`src/sv/assert_macros.svh`:
```
// assertion helpers for the framing encoder
`ifndef ASSERT_MACROS_SVH
`define ASSERT_MACROS_SVH

`ifndef SYNTHESIS

// checked only while out of reset
`define EFE_ASSERT(label, clk, rst, prop) \
   label: assert property (@(posedge clk) disable iff (rst) prop) \
      else $error("efe assertion failed");

// checked at every edge, reset included
`define EFE_ASSERT_ALWAYS(label, clk, prop) \
   label: assert property (@(posedge clk) prop) \
      else $error("efe assertion failed");

`else

`define EFE_ASSERT(label, clk, rst, prop)
`define EFE_ASSERT_ALWAYS(label, clk, prop)

`endif

`endif

```
`src/sv/efe_pkg.sv`:
```
`default_nettype none

package efe_pkg;

   localparam logic [7:0] FLAG_BYTE = 8'h7E;
   localparam logic [7:0] ESC_BYTE  = 8'h7D;
   localparam logic [7:0] ESC_FLAG  = 8'h02;
   localparam logic [7:0] ESC_ESC   = 8'h01;

   localparam int QUEUE_DEPTH = 4;

   // one classified message byte, as handed from front to back
   typedef struct packed {
      logic       open;
      logic       last;
      logic [7:0] data;
      logic [7:0] check;
   } item_type;

   typedef enum logic [2:0] {
      PH_OPEN,
      PH_DATA,
      PH_DATA_ESC,
      PH_CHECK,
      PH_CHECK_ESC,
      PH_CLOSE
   } phase_type;

   function automatic logic needs_esc(input logic [7:0] b);
      return b inside {FLAG_BYTE, ESC_BYTE};
   endfunction

   function automatic logic [7:0] esc_first(input logic [7:0] b);
      return needs_esc(b) ? ESC_BYTE : b;
   endfunction

   function automatic logic [7:0] esc_second(input logic [7:0] b);
      return (b == FLAG_BYTE) ? ESC_FLAG : ESC_ESC;
   endfunction

endpackage

`default_nettype wire

```
`src/sv/efe_front.sv`:
```
`default_nettype none

module efe_front (
   input  wire logic             clock,
   input  wire logic             reset,
   input  wire logic             req_valid,
   output logic                  req_stall,
   input  wire logic [7:0]       req_data_byte,
   input  wire logic             req_final_byte,
   input  wire logic             queue_full,
   output logic                  push,
   output efe_pkg::item_type     push_item
);
   import efe_pkg::*;

   logic [7:0] running_check_ff, running_check_in;
   logic       inside_frame_ff, inside_frame_in;
   logic [7:0] check_now;

   assign req_stall = queue_full;
   assign push      = req_valid & ~queue_full;

   // a closed frame starts its check from zero
   assign check_now = (inside_frame_ff ? running_check_ff : 8'h00) ^ req_data_byte;

   always_comb begin
      push_item.open  = ~inside_frame_ff;
      push_item.last  = req_final_byte;
      push_item.data  = req_data_byte;
      push_item.check = check_now;
   end

   always_comb begin
      running_check_in = running_check_ff;
      inside_frame_in  = inside_frame_ff;
      if (push) begin
         if (req_final_byte) begin
            running_check_in = 8'h00;
            inside_frame_in  = 1'b0;
         end else begin
            running_check_in = check_now;
            inside_frame_in  = 1'b1;
         end
      end
   end

   always_ff @(posedge clock) begin
      if (reset) begin
         running_check_ff <= 8'h00;
         inside_frame_ff  <= 1'b0;
      end else begin
         running_check_ff <= running_check_in;
         inside_frame_ff  <= inside_frame_in;
      end
   end

endmodule

`default_nettype wire

```
`src/sv/efe_queue.sv`:
```
`default_nettype none

`include "assert_macros.svh"

module efe_queue #(
   parameter int DEPTH = efe_pkg::QUEUE_DEPTH
) (
   input  wire logic              clock,
   input  wire logic              reset,
   input  wire logic              push,
   input  wire efe_pkg::item_type push_item,
   output logic                   full,
   input  wire logic              pop,
   output logic                   head_valid,
   output efe_pkg::item_type      head_item
);
   import efe_pkg::*;

   localparam int PTR_W = (DEPTH > 1) ? $clog2(DEPTH) : 1;
   localparam int CNT_W = $clog2(DEPTH + 1);

   item_type           mem_ff [DEPTH];
   logic [PTR_W-1:0]   wr_ptr_ff, wr_ptr_in;
   logic [PTR_W-1:0]   rd_ptr_ff, rd_ptr_in;
   logic [CNT_W-1:0]   count_ff, count_in;

   assign full       = (count_ff == CNT_W'(DEPTH));
   assign head_valid = (count_ff != '0);
   assign head_item  = mem_ff[rd_ptr_ff];

   always_comb begin
      wr_ptr_in = wr_ptr_ff;
      rd_ptr_in = rd_ptr_ff;
      count_in  = count_ff;
      if (push) begin
         wr_ptr_in = (wr_ptr_ff == PTR_W'(DEPTH - 1)) ? '0 : wr_ptr_ff + 1'b1;
      end
      if (pop) begin
         rd_ptr_in = (rd_ptr_ff == PTR_W'(DEPTH - 1)) ? '0 : rd_ptr_ff + 1'b1;
      end
      if (push && !pop) begin
         count_in = count_ff + 1'b1;
      end else if (pop && !push) begin
         count_in = count_ff - 1'b1;
      end
   end

   always_ff @(posedge clock) begin
      if (push) begin
         mem_ff[wr_ptr_ff] <= push_item;
      end
   end

   always_ff @(posedge clock) begin
      if (reset) begin
         wr_ptr_ff <= '0;
         rd_ptr_ff <= '0;
         count_ff  <= '0;
      end else begin
         wr_ptr_ff <= wr_ptr_in;
         rd_ptr_ff <= rd_ptr_in;
         count_ff  <= count_in;
      end
   end

   `EFE_ASSERT(a_no_push_full, clock, reset, full |-> !push)
   `EFE_ASSERT(a_no_pop_empty, clock, reset, !head_valid |-> !pop)
   `EFE_ASSERT(a_count_track, clock, reset,
      !$past(reset) |-> count_ff == $past(count_ff) + CNT_W'($past(push)) - CNT_W'($past(pop)))

endmodule

`default_nettype wire

```
`src/sv/efe_back.sv`:
```
`default_nettype none

`include "assert_macros.svh"

module efe_back (
   input  wire logic              clock,
   input  wire logic              reset,
   input  wire logic              head_valid,
   input  wire efe_pkg::item_type head_item,
   output logic                   pop,
   output logic                   rsp_valid,
   input  wire logic              rsp_stall,
   output logic [7:0]             rsp_out_byte,
   output logic                   rsp_frame_end
);
   import efe_pkg::*;

   phase_type  phase_ff, phase_in;
   phase_type  cur_phase, nxt_phase;
   logic       done;
   logic       load;
   logic [7:0] byte_now;
   logic       end_now;

   logic       rsp_valid_ff, rsp_valid_in;
   logic [7:0] out_byte_ff;
   logic       frame_end_ff;

   // an item that continues a frame skips the opening flag
   assign cur_phase = (phase_ff == PH_OPEN && !head_item.open) ? PH_DATA : phase_ff;
   assign load      = head_valid & (~rsp_valid_ff | ~rsp_stall);

   // next state
   always_comb begin
      nxt_phase = PH_OPEN;
      done      = 1'b0;
      case (cur_phase)
         PH_OPEN: begin
            nxt_phase = PH_DATA;
         end
         PH_DATA: begin
            if (needs_esc(head_item.data)) begin
               nxt_phase = PH_DATA_ESC;
            end else if (head_item.last) begin
               nxt_phase = PH_CHECK;
            end else begin
               done = 1'b1;
            end
         end
         PH_DATA_ESC: begin
            if (head_item.last) begin
               nxt_phase = PH_CHECK;
            end else begin
               done = 1'b1;
            end
         end
         PH_CHECK: begin
            nxt_phase = needs_esc(head_item.check) ? PH_CHECK_ESC : PH_CLOSE;
         end
         PH_CHECK_ESC: begin
            nxt_phase = PH_CLOSE;
         end
         PH_CLOSE: begin
            done = 1'b1;
         end
         default: begin
            done = 1'b1;
         end
      endcase
      phase_in = load ? (done ? PH_OPEN : nxt_phase) : phase_ff;
      pop      = load & done;
   end

   // outputs
   always_comb begin
      byte_now = FLAG_BYTE;
      end_now  = 1'b0;
      case (cur_phase)
         PH_OPEN:      byte_now = FLAG_BYTE;
         PH_DATA:      byte_now = esc_first(head_item.data);
         PH_DATA_ESC:  byte_now = esc_second(head_item.data);
         PH_CHECK:     byte_now = esc_first(head_item.check);
         PH_CHECK_ESC: byte_now = esc_second(head_item.check);
         PH_CLOSE: begin
            byte_now = FLAG_BYTE;
            end_now  = 1'b1;
         end
         default:      byte_now = FLAG_BYTE;
      endcase
   end

   assign rsp_valid_in = load | (rsp_valid_ff & rsp_stall);

   always_ff @(posedge clock) begin
      if (reset) begin
         phase_ff     <= PH_OPEN;
         rsp_valid_ff <= 1'b0;
      end else begin
         phase_ff     <= phase_in;
         rsp_valid_ff <= rsp_valid_in;
      end
   end

   always_ff @(posedge clock) begin
      if (load) begin
         out_byte_ff  <= byte_now;
         frame_end_ff <= end_now;
      end
   end

   assign rsp_valid     = rsp_valid_ff;
   assign rsp_out_byte  = out_byte_ff;
   assign rsp_frame_end = frame_end_ff;

   `EFE_ASSERT(a_end_is_flag, clock, reset,
      rsp_valid && rsp_frame_end |-> rsp_out_byte == FLAG_BYTE)
   `EFE_ASSERT(a_pop_on_load, clock, reset, pop |-> load)
   `EFE_ASSERT(a_mid_item_held, clock, reset, phase_ff != PH_OPEN |-> head_valid)

endmodule

`default_nettype wire

```
`src/sv/escape_framing_encoder.sv`:
```
// an accepted byte is written into the queue, then registered at the output by the back end
// throughput: one output byte per cycle when queued and not stalled, set by the
//   back-end sequencer (opening flag, 1-2 data bytes, 1-2 check bytes, closing flag)
// a small queue between front and back lets input flow while output is stalled
// reset: synchronous, active high; clears the check, closes any frame, empties
//   the queue and drops any pending output byte
`default_nettype none

module escape_framing_encoder #(
   parameter int QUEUE_DEPTH = efe_pkg::QUEUE_DEPTH
) (
   input  wire logic       clock,
   input  wire logic       reset,
   input  wire logic       req_valid,
   output logic            req_stall,
   input  wire logic [7:0] req_data_byte,
   input  wire logic       req_final_byte,
   output logic            rsp_valid,
   input  wire logic       rsp_stall,
   output logic [7:0]      rsp_out_byte,
   output logic            rsp_frame_end
);
   import efe_pkg::*;

   logic     queue_full;
   logic     push;
   item_type push_item;
   logic     pop;
   logic     head_valid;
   item_type head_item;

   efe_front u_front (
      .clock          (clock),
      .reset          (reset),
      .req_valid      (req_valid),
      .req_stall      (req_stall),
      .req_data_byte  (req_data_byte),
      .req_final_byte (req_final_byte),
      .queue_full     (queue_full),
      .push           (push),
      .push_item      (push_item)
   );

   efe_queue #(
      .DEPTH (QUEUE_DEPTH)
   ) u_queue (
      .clock      (clock),
      .reset      (reset),
      .push       (push),
      .push_item  (push_item),
      .full       (queue_full),
      .pop        (pop),
      .head_valid (head_valid),
      .head_item  (head_item)
   );

   efe_back u_back (
      .clock         (clock),
      .reset         (reset),
      .head_valid    (head_valid),
      .head_item     (head_item),
      .pop           (pop),
      .rsp_valid     (rsp_valid),
      .rsp_stall     (rsp_stall),
      .rsp_out_byte  (rsp_out_byte),
      .rsp_frame_end (rsp_frame_end)
   );

endmodule

`default_nettype wire
```
`config.mk`:
```
export PLATFORM = sky130hd
export DESIGN_NAME = escape_framing_encoder
export DESIGN_NICKNAME = d
export VERILOG_FILES = /design/src/sv/efe_pkg.sv /design/src/sv/efe_front.sv /design/src/sv/efe_queue.sv /design/src/sv/efe_back.sv /design/src/sv/escape_framing_encoder.sv
export VERILOG_INCLUDE_DIRS = /design/src /design/src/sv
export SDC_FILE = /design/constraint.sdc
export NUM_CORES = 1
export LEC_CHECK = 0
export ABC_AREA = 1
export BUFFER_PORTS_ARGS = -buffer_cell sky130_fd_sc_hd__buf_2
export CAP_MARGIN = 20
export CORE_MARGIN = 8
export CORE_UTILIZATION = 55
export CTS_CLUSTER_SIZE = 12
export DETAILED_ROUTE_END_ITERATION = 16
export PLACE_DENSITY = 0.71
export REMOVE_ABC_BUFFERS = 1
export SLEW_MARGIN = 20
export SYNTH_ARGS = -nofsm -noshare
export SYNTH_HDL_FRONTEND = slang
export SYNTH_SLANG_ARGS = --single-unit
```
`constraint.sdc`:
```
create_clock -name clock -period 5 [get_ports clock]
set_input_delay 0.25 -clock clock [delete_from_list [all_inputs] [get_ports clock]]
set_output_delay 0.25 -clock clock [all_outputs]
set_load 0.005 [all_outputs]
```
=== Word-level counts from Yosys, hierarchy flattened ===
Memory sizes are Yosys's and may differ from the RTL's. A register that Yosys moved wholly into a read port is not among the register bits.
Cells that the tools add are included.
W data, S select, Z words.

* Multiplexer cells: 26
* Add/subtract/negate cells: 4
* Divide/modulo/power cells: 0
* Shift-type cells: 0
* Reduce and logical (&&, ||, !) cells: 13
* Order comparisons: 0
* Multipliers: 0
* Eq/ne operators: 12
* Bitwise gates (word level): 11

{| class="wikitable"
|+ Operator list
! operator !! count
|-
| $eq A8 B7 Y1 const B || 4
|-
| $mux W8 || 4
|-
| $pmux W8 S4 || 1
|-
| $mux W3 || 5
|-
| $pmux W3 S5 || 1
|-
| $mux W2 || 7
|-
| $eq A3 B3 Y1 const B || 3
|-
| $xor A8 B8 Y8 || 1
|-
| $mux W1 || 7
|-
| $eq A3 B2 Y1 const B || 2
|-
| $logic_not A3 Y1 || 2
|-
| $reduce_bool A2 Y1 || 3
|-
| $add A2 B1 Y2 const B || 2
|-
| $and A1 B1 Y1 || 4
|-
| $eq A2 B2 Y1 const B || 2
|-
| $not A1 Y1 || 4
|-
| $add A3 B1 Y3 const B || 1
|-
| $eq A3 B1 Y1 const B || 1
|-
| $logic_and A1 B1 Y1 || 3
|-
| $logic_not A1 Y1 || 3
|-
| $pmux W1 S3 || 1
|-
| $reduce_bool A3 Y1 || 1
|-
| $reduce_or A3 Y1 || 1
|-
| $sub A3 B1 Y3 const B || 1
|-
| $or A1 B1 Y1 || 2
|}

* Output and inout bits: 11
* Latch bits: 0
* Flip-flop bits (word level): 29
* Memory bits (read-only): 0
* Memories: 1
* Memory bits (writable): 72

{| class="wikitable"
|+ Memory list
! memory !! depth !! bits a word !! rd ports !! clocked after memory_dff !! wr ports !! RTL line !! source
|-
| u_queue.mem_ff || 4 || 18 || 1 || 1 || 1 || efe_queue.sv:22 || <nowiki>item_type mem_ff [DEPTH];</nowiki>
|}

=== Depth between registers and ports, before layout ===
Gate-level depths: netlist of the first run.

* Depth in word-level cells: 10
* Depth in mapped cells: 18
* Gate-level depth less buffers: 18

=== Hierarchy ===
From an unflattened synthesis of the first run, not the netlist that was laid out.

* Cell total of the unflattened synthesis: 438
* Area, all modules: 4702.0 µm²

{| class="wikitable"
|+ By module, submodules not included
! module !! area an instance (µm²) !! instances !! cells each
|-
| efe_queue || 3168.0 || 1 || 234
|-
| efe_back || 838.3 || 1 || 111
|-
| efe_front || 695.7 || 1 || 93
|}

=== Worst setup path after synthesis of the first run ===
OpenSTA, ideal clock, no wires.

* Path kind: flip-flop to flip-flop
* Start: register with a tool-made name
* End: register u_queue.count_ff[2]
* Clock period less this slack: 2.377 ns
* Setup slack: 2.623 ns
* Library setup time: 0.122 ns
* Data required time: 4.878 ns
* Stages on the path, launching flop included: 19
* Data arrival time: 2.255 ns
* Cells stage by stage: dfxtp_1 -> inv_2 -> buf_2 -> nand2_1 -> nand3_1 -> nand2_1 -> nand2_1 -> nor2_2 -> nand3_2 -> nand3_1 -> nand2_2 -> nand2_1 -> ha_1 -> inv_1 -> fa_1 -> a21oi_1 -> o21ai_0 -> o21ai_0 -> a21oi_1

{| class="wikitable"
|+ RTL lines
! item !! RTL line !! source
|-
| to (signal assigned) || efe_queue.sv:62 || <nowiki>count_ff <= count_in;</nowiki>
|-
| to (decl) || efe_queue.sv:25 || <nowiki>logic [CNT_W-1:0] count_ff, count_in;</nowiki>
|}

==> impl_results.md, run 1 <==
- Outcome: completed
- Most frequent cells in the layout: nand2_1, edfxtp_1, inv_1
- Critical path arrival: ~3500 ps
- Layout area overhead: 9.18%
- Synth top area share: 0.539
- Final period util: 0.644
- Minimum clock period: about 3200 ps
- Finished Cell Area: between 4000 and 5000 um2
- Most common cell after layout, fill and taps aside: nand2_1
- H-tree depth: 3
- Antenna Nets Post-Route: 0
- Die footprint: around 11000 um2
- Fillers: 691
- Crit-path slowest cell: fa_1
- Reg-to-Reg End: u_queue.count_ff[2]
- Crit path depth: 18
- Yosys top cell by area: edfxtp_1
- Crit-path max FO: 40
- Register area share after synthesis: 0.637
- Yosys warnings: 0
- Least-Margin Pin Slew: about 700 ps
- First-pass DRT Iterations: 4
- Nets: slightly above 500
- CP cell instances: buf_4 > inv_2 > nand2_1 > nand3_1 > nand3_1 > nand2_1 > nand2_1 > inv_2 > nand3_1 > nand2_2 > nand2_1 > ha_1 > inv_1 > fa_1 > a21oi_1 > o21ai_0 > o21ai_0 > a21oi_1
- Rel. slew slack: 0.538
- Setup TNS: 0 ps
- GRT Total Usage: 0.160
- Main area contributors after synthesis: edfxtp_1, nand2_1, dfxtp_1
- Clock Tree Buf Depth: 2
- Cell count after synthesis: between 400 and 500
- Site Rows: 33
- Area of placed instances: between 4000 and 5000 um2
- Max-Cap Viols: 0
- Maximum vdd drop: ~0.22 mV
- Dpl cells: between 500 and 600
- R2r setup slk: between 1500 and 2000 ps
- Seq cells post-synth: roughly 100
- Starting Density: 0.557
- Worst path max stage delay: around 380 ps
- Worst skew pair latency: between 300 and 400 ps
- Fraction of layout cells with a size suffix above 1: 0.102
- Crit end category: register
- Hpwl dp: between 5 and 6 mm
- Io pins: 24
- Pins Over Slew Limit: 0
- CTS root buf: clkbuf_8
- Hold buffer count at CTS: 0
- CP Launch Type: register
- Final Non-Filler Cells: between 500 and 600
- Routed wire length: a little under 9 mm
- Final hold vios: 0
- Syn Std Cell Area: approximately 4500 um2
- Worst hold-check path type: in2reg
- Detailed router's first-iteration violation count: between 150 and 200
- Vias in the first global route: approximately 3000
- TritonCTS clock tree: yes
- CP bufs+invs: 4
- Most used cell, CP: nand2_1
- RePlAce Congestion: 0.952
- Total global routing overflow: 0
- Ant diodes: 0
- Reg clk slew, reported paths: 90 ps
- Core Region: a little over 8000 um2
- Post-CTS sizing: 0
- Routed wire length per instance: approximately 15 um
- Largest net degree at the start of global routing: 41
- IO buf count: 23
- FMAX: between 0.3 and 0.4 GHz
- Pwr Total: approximately 2500 uW
- Post-synth cell types: 27
- First-pass GRT wire length: ~14 mm
- Delay-heaviest family, CP: simple AND/OR/NAND/NOR gates
- Worst Hold Endpoint: u_queue.mem_ff[3][10]
- Hold_sp: req_data_byte[2]
- Clock skew: 9.96 ps
- Sink Count: a little over 100
- CP Data Required Time: about 5300 ps
- Syn avg cell area: roughly 9.8 um2
- Post-CTS Setup Bufs: 0
- Final setup vio count: 0
- Remaining DRCs: 0
- Leakage Power: slightly above 0.002 uW
- Number of buffers created by CTS: 9
- Total number of vias: between 3000 and 4000
- Hold path cells: 1
- Core Util, Final: 0.608
- Crit path kind: reg2reg
- R2R cell count: 18
- Pwr per Cell Area: slightly above 500 nW/um2
- Chip Width: between 100 and 150 um
- Die boundary height: about 110 um
- RSZ-0062 raised after global routing: no
- Initial antenna violation count: 0
- Vias per cell: about 5.2
==> worst max path at each step <==
stage,from,endpoint,slack (ps)
after floorplan,register,u_queue.count_ff[2],1780
final,register,u_queue.count_ff[2],1780
after CTS,register,u_queue.count_ff[2],1800
after global placement,register,u_queue.count_ff[2],1940
after global routing,register,u_queue.count_ff[2],1440
after detailed placement,register,u_queue.count_ff[2],1830
==> logic make-up (layout without fill, tap and decap cells) <==
family | count (synthesis) | after routing | share of synthesized area
and+or+nand+nor | 231 | 231 | 0.212
DFF | 103 | 103 | 0.637
buffers and inverters | 71 | 102 | 0.0622
AOI/OAI and AO/OA | 40 | 40 | 0.0524
xor gates and xnor gates | 8 | 8 | 0.0155
adders and majority gates | 7 | 7 | 0.0211
==> final cells by class <==
| cell class | count | area, um2 | area share |
|---|---|---|---|
| clock inverters | 6 | 61.3 | 0.0125 |
| flip-flops and latches | 103 | 2870 | 0.583 |
| multi-input cells | 286 | 1360 | 0.275 |
| inverters | 57 | 214 | 0.0435 |
| well taps | 105 | 131 | 0.0267 |
| clock buffers | 10 | 128 | 0.0259 |
| repair buffers | 29 | 160 | 0.0325 |
==> stage by stage <==
stage	hold slack, ps	setup WS, ps
final	131	1780
after global routing	112	1440
after CTS	113	1800
after detailed placement	496	1830
after global placement	492	1940
after floorplan	319	1780
==> flip-flops by register name, summed over array words and instances, names as in the netlist, named ones only <==
signal                    count
u_queue.mem_ff               72
u_back.rsp_out_byte           8
u_front.running_check_ff      8
u_back.phase_ff               3
u_queue.count_ff              3
u_queue.rd_ptr_ff             2
u_queue.wr_ptr_ff             2
u_back.rsp_frame_end          1
u_back.rsp_valid              1
u_front.inside_frame_ff       1
==> routing by layer <==
metal	track usage	part of all wire	vias to the layer above
met1	0.198	0.44	1437
li1	-	-	1571
met3	0.0436	0.066	9
met5	0	0	-
met4	0.0754	0.015	0
met2	0.257	0.47	93
==> cell usage after synthesis <==
library cell,count
nand2_1,143
edfxtp_1,81
inv_1,53
nand3_1,51
nor2_1,28
dfxtp_1,22
a21oi_1,13
o21ai_0,13
a22oi_1,8
buf_2,8
xor2_1,8
ha_1,6
clkbuf_1,5
clkinv_1,2
inv_2,2
nand4_1,2
nor2_2,2
nor3_1,2
o21a_1,2
o221ai_1,2
a211oi_1,1
buf_4,1
fa_1,1
nand2_2,1
nand3_2,1
o22ai_1,1
or2_2,1
==> where the power goes <==
| part | switching (uW) | internal [uW] |
|---|---|---|
| sequential | 56.8 | 1110 |
| combinational | 566 | 251 |
| clock | 269 | 231 |
| total | 892 | 1590 |
Power figures use the tool's default switching activity.
==> inputs of run 2 (changes only) <==
--- a/config.mk
+++ b/config.mk
@@ -13,7 +13,7 @@
 export CORE_UTILIZATION = 55
 export CTS_CLUSTER_SIZE = 12
 export DETAILED_ROUTE_END_ITERATION = 16
-export PLACE_DENSITY = 0.71
+export PLACE_DENSITY = 0.74
 export REMOVE_ABC_BUFFERS = 1
 export SLEW_MARGIN = 20
 export SYNTH_ARGS = -nofsm -noshare
==> constraint.sdc (replaced) <==
create_clock -name clock -period 2.7 [get_ports clock]
set_input_delay 0.135 -clock clock [delete_from_list [all_inputs] [get_ports clock]]
set_output_delay 0.135 -clock clock [all_outputs]
set_load 0.005 [all_outputs]
==> impl_results.md, run 2 (synthesis gave the netlist of run 1 again) <==
- Detailed router's first-iteration violation count: 177 (-3.3%)
- Crit end category: register
- CTS root buf: clkbuf_8
- Worst path max stage delay: 410 ps (+30 ps)
- Chip Width: 107 um (unchanged)
- Finished Cell Area: 5180 um2 (+5.3%)
- Hold_sp: req_data_byte[0]
- Crit path depth: 18 (unchanged)
- Pwr Total: 4810 uW (+94%)
- Area of placed instances: 4820 um2 (+1.9%)
- Fraction of layout cells with a size suffix above 1: 0.134 (+0.0318)
- Top Usage Layer GRT: met2
- M3 GR Usage: 0.0375 (-0.00605)
- Critical path arrival: 2750 ps (-720 ps)
- Final setup vio count: 0 (unchanged)
- Nets: 524 (+3.6%)
- Biggest register: u_queue.mem_ff
- Worst Hold Endpoint: u_queue.mem_ff[1][8]
- Crit-path slowest cell: dfxtp_4
- Die boundary height: 107 um (unchanged)
- CP Launch Type: register
- Worst skew pair latency: 370 ps (about the same)
- TritonCTS clock tree: yes
- Met2 track utilization from global routing: 0.265 (+0.00760)
- Pins Over Slew Limit: 0 (unchanged)
- GRT Total Usage: 0.167 (+0.00671)
- RePlAce Congestion: 0.925 (-2.9%)
- First-pass DRT Iterations: 5 (+1)
- Leakage Power: 0.00217 uW (+5.6%)
- RSZ-0062 raised after global routing: no
- Antenna Nets Post-Route: 0 (unchanged)
- Layout area overhead: 15.0%
- FMAX: 0.403 GHz (+30%)
- Io pins: 24 (unchanged)
- Vias in the first global route: 3111 (+5.5%)
- H-tree depth: 3 (unchanged)
- Routed wire length: 9.24 mm (+6.3%)
- Core Util, Final: 0.641 (+0.0322)
- R2R cell count: 18 (unchanged)
- Core Region: 8090 um2 (unchanged)
- Most used cell, CP: nand2_1
- Most frequent cells in the layout: nand2_1, edfxtp_1, inv_1
- CP Data Required Time: 2970 ps (-2280 ps)
- Final hold vios: 0 (unchanged)
- Delay-heaviest family, CP: simple AND/OR/NAND/NOR gates
- Die footprint: 11400 um2 (unchanged)
- Clock skew: 10.9 ps (+0.922 ps)
- Site Rows: 33 (unchanged)
- Max FFs per register: 72 (unchanged)
- Grt met1 use: 0.217 (+0.0190)
- Initial antenna violation count: 0 (unchanged)
- Hold path cells: 1 (unchanged)
- Final period util: 0.920 (+0.275)
- Clock Tree Buf Depth: 2 (unchanged)
- Number of buffers created by CTS: 9 (unchanged)
- R2r setup slk: 220 ps (-1560 ps)
- CP cell instances: inv_4 > clkbuf_16 > nand2_1 > nand3_1 > nand2_1 > nand2_1 > nor2_2 > nand3_2 > nand3_2 > nand2_2 > nand2_1 > ha_1 > inv_1 > fa_2 > a21oi_1 > o21ai_1 > o21ai_1 > a21oi_1
- Worst hold-check path type: in2reg
- Crit path kind: reg2reg
- Maximum vdd drop: 0.402 mV (+86%)
- Total number of vias: 3243 (+4.3%)
- Reg-to-Reg End: u_queue.count_ff[2]
- CP bufs+invs: 3 (-1)
- Max-Cap Viols: 0 (unchanged)
- Least-Margin Pin Slew: 481 ps (-211 ps)
- Outcome: completed
- Ant diodes: 0 (unchanged)
- Sink Count: 103 (unchanged)
- Vias per cell: 5.28 (+1.2%)
- Minimum clock period: 2480 ps (-738 ps)
- Reg clk slew, reported paths: 100 ps (about the same)
- Total global routing overflow: 0 (unchanged)
- Pwr per Cell Area: 928 nW/um2 (+84%)
- Crit-path max FO: 17 (-57%)
- Hold slack final: 18.4 ps (-112 ps)
- IO buf count: 23 (unchanged)
- First-pass GRT wire length: 14.9 mm (+5.5%)
- Rel. slew slack: 0.679 (+0.141)
- Remaining DRCs: 0 (unchanged)
- Most common cell after layout, fill and taps aside: nand2_1
- Hpwl dp: 6.02 mm (+4.4%)
- Starting Density: 0.557 (unchanged)
- Routed wire length per instance: 15.0 um (+3.2%)
- Largest net degree at the start of global routing: 40 (-2.4%)
[run 2: cell count changes in the layout (fill, tap and decap cells not counted), moves of 3 or more]
cell,previous run,this run
buf_12,0,3
buf_4,6,11
clkbuf_16,0,3
dlygate4sd3_1,0,7
[run 2: what timing repair did]
item	CTS	global route
endpoints found under the hold margin	28	0
buffers inserted	0	1
hold buffers	7	0
gates resized for setup	0	9
setup endpoints to repair	0	2
[run 2: area by class of cell]
class | instances | area [um2]
clock inverters | 7 | 63.8
flip-flops and latches | 103 | 2880
repair buffers | 47 | 403
multi-input cells | 286 | 1370
clock buffers | 9 | 124
inverters | 57 | 216
fillers | 644 | 2910
well taps | 105 | 131
[run 2: report_power, final]
| part | switching [uW] | internal [uW] |
|---|---|---|
| Clock | 563 | 356 |
| Sequential | 118 | 2050 |
| Combinational | 1110 | 620 |
[run 2: worst max path at each step]
stage                         from             endpoint  slack, ps
after floorplan           register  u_queue.count_ff[2]       -520
after CTS                 register  u_queue.count_ff[2]         40
after global placement    register  u_queue.count_ff[2]        100
after detailed placement  register  u_queue.count_ff[2]         50
final                     register  u_queue.count_ff[2]        220
after global routing      register  u_queue.count_ff[2]          5
[run 2: through the flow]
stage / setup WS, ps / std cells / setup TNS [ps]
6_report: 217 / 614 / 0
4_1_cts: 41.5 / 610 / 0
5_1_grt: 4.81 / 614 / 0
3_3_place_gp: 100 / 587 / 0
2_1_floorplan: -520 / 446 / -853
3_5_place_dp: 49.8 / 587 / 0
[run 2: worst register-to-register path, delay by kind of cell, from the launching register on]
family	cells	cell delay, ps
AND/OR/NAND/NOR	9	790
AO/OA/AOI/OAI	4	410
adder cells (fa/ha/maj)	2	470
flip-flops	1	410
buffers and inverters	3	310
[run 2: routing by layer]
metal | vias up | routed length, um | part of all wire
met3 | 20 | 604 | 0.065
met5 | - | 0 | 0
li1 | 1608 | - | -
met1 | 1518 | 4120 | 0.45
met4 | 0 | 182 | 0.020
met2 | 97 | 4330 | 0.47
==> inputs of run 3 (changes only) <==
--- a/config.mk
+++ b/config.mk
@@ -11,6 +11,7 @@
 export CAP_MARGIN = 20
 export CORE_MARGIN = 8
 export CORE_UTILIZATION = 55
+export CTS_BUF_LIST = sky130_fd_sc_hd__clkbuf_2
 export CTS_CLUSTER_SIZE = 12
 export DETAILED_ROUTE_END_ITERATION = 16
 export PLACE_DENSITY = 0.74
==> impl_results.md, run 3 (synthesis gave the netlist of run 1 again) <==
- Outcome: completed
- CP Launch Type: register
- H-tree depth: 3 (unchanged)
- Biggest register: u_queue.mem_ff
- Met3 wire len: 438 um (-27%)
- Hold path cells: 2 (+1)
- Multi-input logic area: 1370 um2 (unchanged)
- RSZ-0062 raised after global routing: no
- Reg clk slew, reported paths: 300 ps (+200 ps)
- Worst path max stage delay: 460 ps (+50 ps)
- Number of buffers created by CTS: 9 (unchanged)
- Hold_sp: req_data_byte[5]
- CTS root buf: clkbuf_2
- Met1 wire length: 4.27 mm (+3.7%)
- Vias in the first global route: 3080 (-1.0%)
- Dpl cells: 587 (unchanged)
- Area of placed instances: 4820 um2 (unchanged)
- Initial antenna violation count: 0 (unchanged)
- Chip Width: 107 um (unchanged)
- Starting Density: 0.557 (unchanged)
- Max-Cap Viols: 0 (unchanged)
- Routed wire length per instance: 14.9 um (-1.3%)
- Critical path arrival: 2980 ps (+230 ps)
- CP bufs+invs: 3 (unchanged)
- Minimum clock period: 2470 ps (-8.46 ps)
- Fraction of layout cells with a size suffix above 1: 0.132 (-0.00130)
- Reg area: 2880 um2 (unchanged)
- RePlAce Congestion: 0.925 (unchanged)
- Total number of vias: 3243 (unchanged)
- Antenna Nets Post-Route: 0 (unchanged)
- Worst Hold Endpoint: u_queue.mem_ff[2][13]
- Layout area overhead: 14.3%
- Core Util, Final: 0.637 (-0.00356)
- Crit-path max FO: 9 (-8)
- Most frequent cells in the layout: nand2_1, edfxtp_1, inv_1
- GRT Total Usage: 0.167 (-0.000216)
- Fillers: 660 (+2.5%)
- Detailed router's first-iteration violation count: 175 (-1.1%)
- Clock Tree Buf Depth: 2 (unchanged)
- Total global routing overflow: 0 (unchanged)
- Delay-heaviest family, CP: simple AND/OR/NAND/NOR gates
- Final period util: 0.917 (-0.00313)
- Most common cell after layout, fill and taps aside: nand2_1
- Die footprint: 11400 um2 (unchanged)
- Finished Cell Area: 5150 um2 (-0.56%)
- Worst hold-check path type: in2reg
- Io pins: 24 (unchanged)
- Seq pwr share: 0.473 (+0.023)
- Most used cell, CP: nand2_1
- TritonCTS clock tree: yes
- Metal2 WL: 4.32 mm (-0.25%)
- Site Rows: 33 (unchanged)
- Ant diodes: 0 (unchanged)
- Final Non-Filler Cells: 619 (+0.81%)
- Crit end category: register
- Clock skew: 30.4 ps (+19.5 ps)
- First-pass DRT Iterations: 5 (unchanged)
- Vias per cell: 5.24 (-0.81%)
- R2r setup slk: 230 ps (about the same)
- FMAX: 0.404 GHz (+0.34%)
- CP Data Required Time: 3210 ps (+240 ps)
- Crit-path slowest cell: dfxtp_4
- Least-Margin Pin Slew: 467 ps (-13.9 ps)
- CP cell instances: inv_4 > clkbuf_16 > nand2_1 > nand3_1 > nand2_1 > nand2_1 > nor2_2 > nand3_2 > nand3_2 > nand2_2 > nand2_1 > ha_1 > inv_1 > fa_2 > a21oi_1 > o21ai_1 > o21ai_1 > a21oi_1
- Crit path kind: reg2reg
- Reg-to-Reg End: u_queue.count_ff[2]
- Comb pwr share: 0.378 (+0.019)
- Routed wire length: 9.19 mm (-0.47%)
- First-pass GRT wire length: 14.8 mm (-0.14%)
- Die boundary height: 107 um (unchanged)
- Remaining DRCs: 0 (unchanged)
- Core Region: 8090 um2 (unchanged)
- Clk pwr share: 0.148 (-0.043)
- Worst skew pair latency: 580 ps (+210 ps)
- IO buf count: 23 (unchanged)
- Leakage Power: 0.00216 uW (-0.30%)
- Pins Over Slew Limit: 0 (unchanged)
- Pwr Total: 4580 uW (-4.8%)
- Final hold vios: 0 (unchanged)
- Pwr per Cell Area: 889 nW/um2 (-4.3%)
- Sink Count: 103 (unchanged)
- Nets: 529 (+0.95%)
- Max layer used: met4
- Hpwl dp: 6.02 mm (unchanged)
- Rel. slew slack: 0.688 (+0.00931)
- Final setup vio count: 0 (unchanged)
- Internal power: 2820 uW (-6.9%)
- Largest net degree at the start of global routing: 40 (unchanged)
- Max FFs per register: 72 (unchanged)
- Sw Share: 0.385 (+0.0139)
- R2R cell count: 18 (unchanged)
- Maximum vdd drop: 0.323 mV (-20%)
- P_sw: 1760 uW (-1.2%)
run 3: changes by cell type in the layout (fill, tap and decap cells not counted):
cell	delta
clkbuf_8	-9
dlygate4sd3_1	+5
clkbuf_2	+9
run 3: through the flow:
| stage | TNS (ps) | setup slack [ps] | hold WS, ps |
|---|---|---|---|
| 6_report | 0 | 225 | 302 |
| 4_1_cts | 0 | 75.4 | 248 |
| 3_5_place_dp | 0 | 49.8 | 387 |
| 3_3_place_gp | 0 | 100 | 377 |
| 2_1_floorplan | -853 | -520 | 204 |
| 5_1_grt | 0 | 25.9 | 230 |
run 3: metal layers:
layer | vias up | GRT usage
met4 | 0 | 0.0784
met5 | - | 0
li1 | 1621 | -
met3 | 14 | 0.0339
met2 | 63 | 0.260
met1 | 1545 | 0.219
run 3: power groups by stage:
stage	sequential, uW	combinational [uW]	clock [uW]
detailed placement	2190	1620	0
global placement	2190	1570	0
floorplan	2230	987	0
global route	2200	1960	760
CTS	2160	1640	708
finish	2170	1730	680
run 3: cell type report:
type,count,share of cell area
inverter,57,0.0420
sequential,103,0.558
multi-input combinational,286,0.266
timing repair buffer,52,0.0879
clock inverter,7,0.0124
clock buffer,9,0.00874
tap,105,0.0255
run 3: worst max-delay path by stage:
stage	endpoint	slack, ps	cells past startpoint
after global routing	u_queue.count_ff[2]	30	18
after global placement	u_queue.count_ff[2]	100	16
final	u_queue.count_ff[2]	230	18
after floorplan	u_queue.count_ff[2]	-520	17
after detailed placement	u_queue.count_ff[2]	50	16
after CTS	u_queue.count_ff[2]	80	16
run 3: timing repair:
action,in CTS,in global routing
hold endpoints to repair,81,0
hold buffers,12,0
setup buffers,0,1
resized for setup,0,9
setup endpoints to repair,0,2
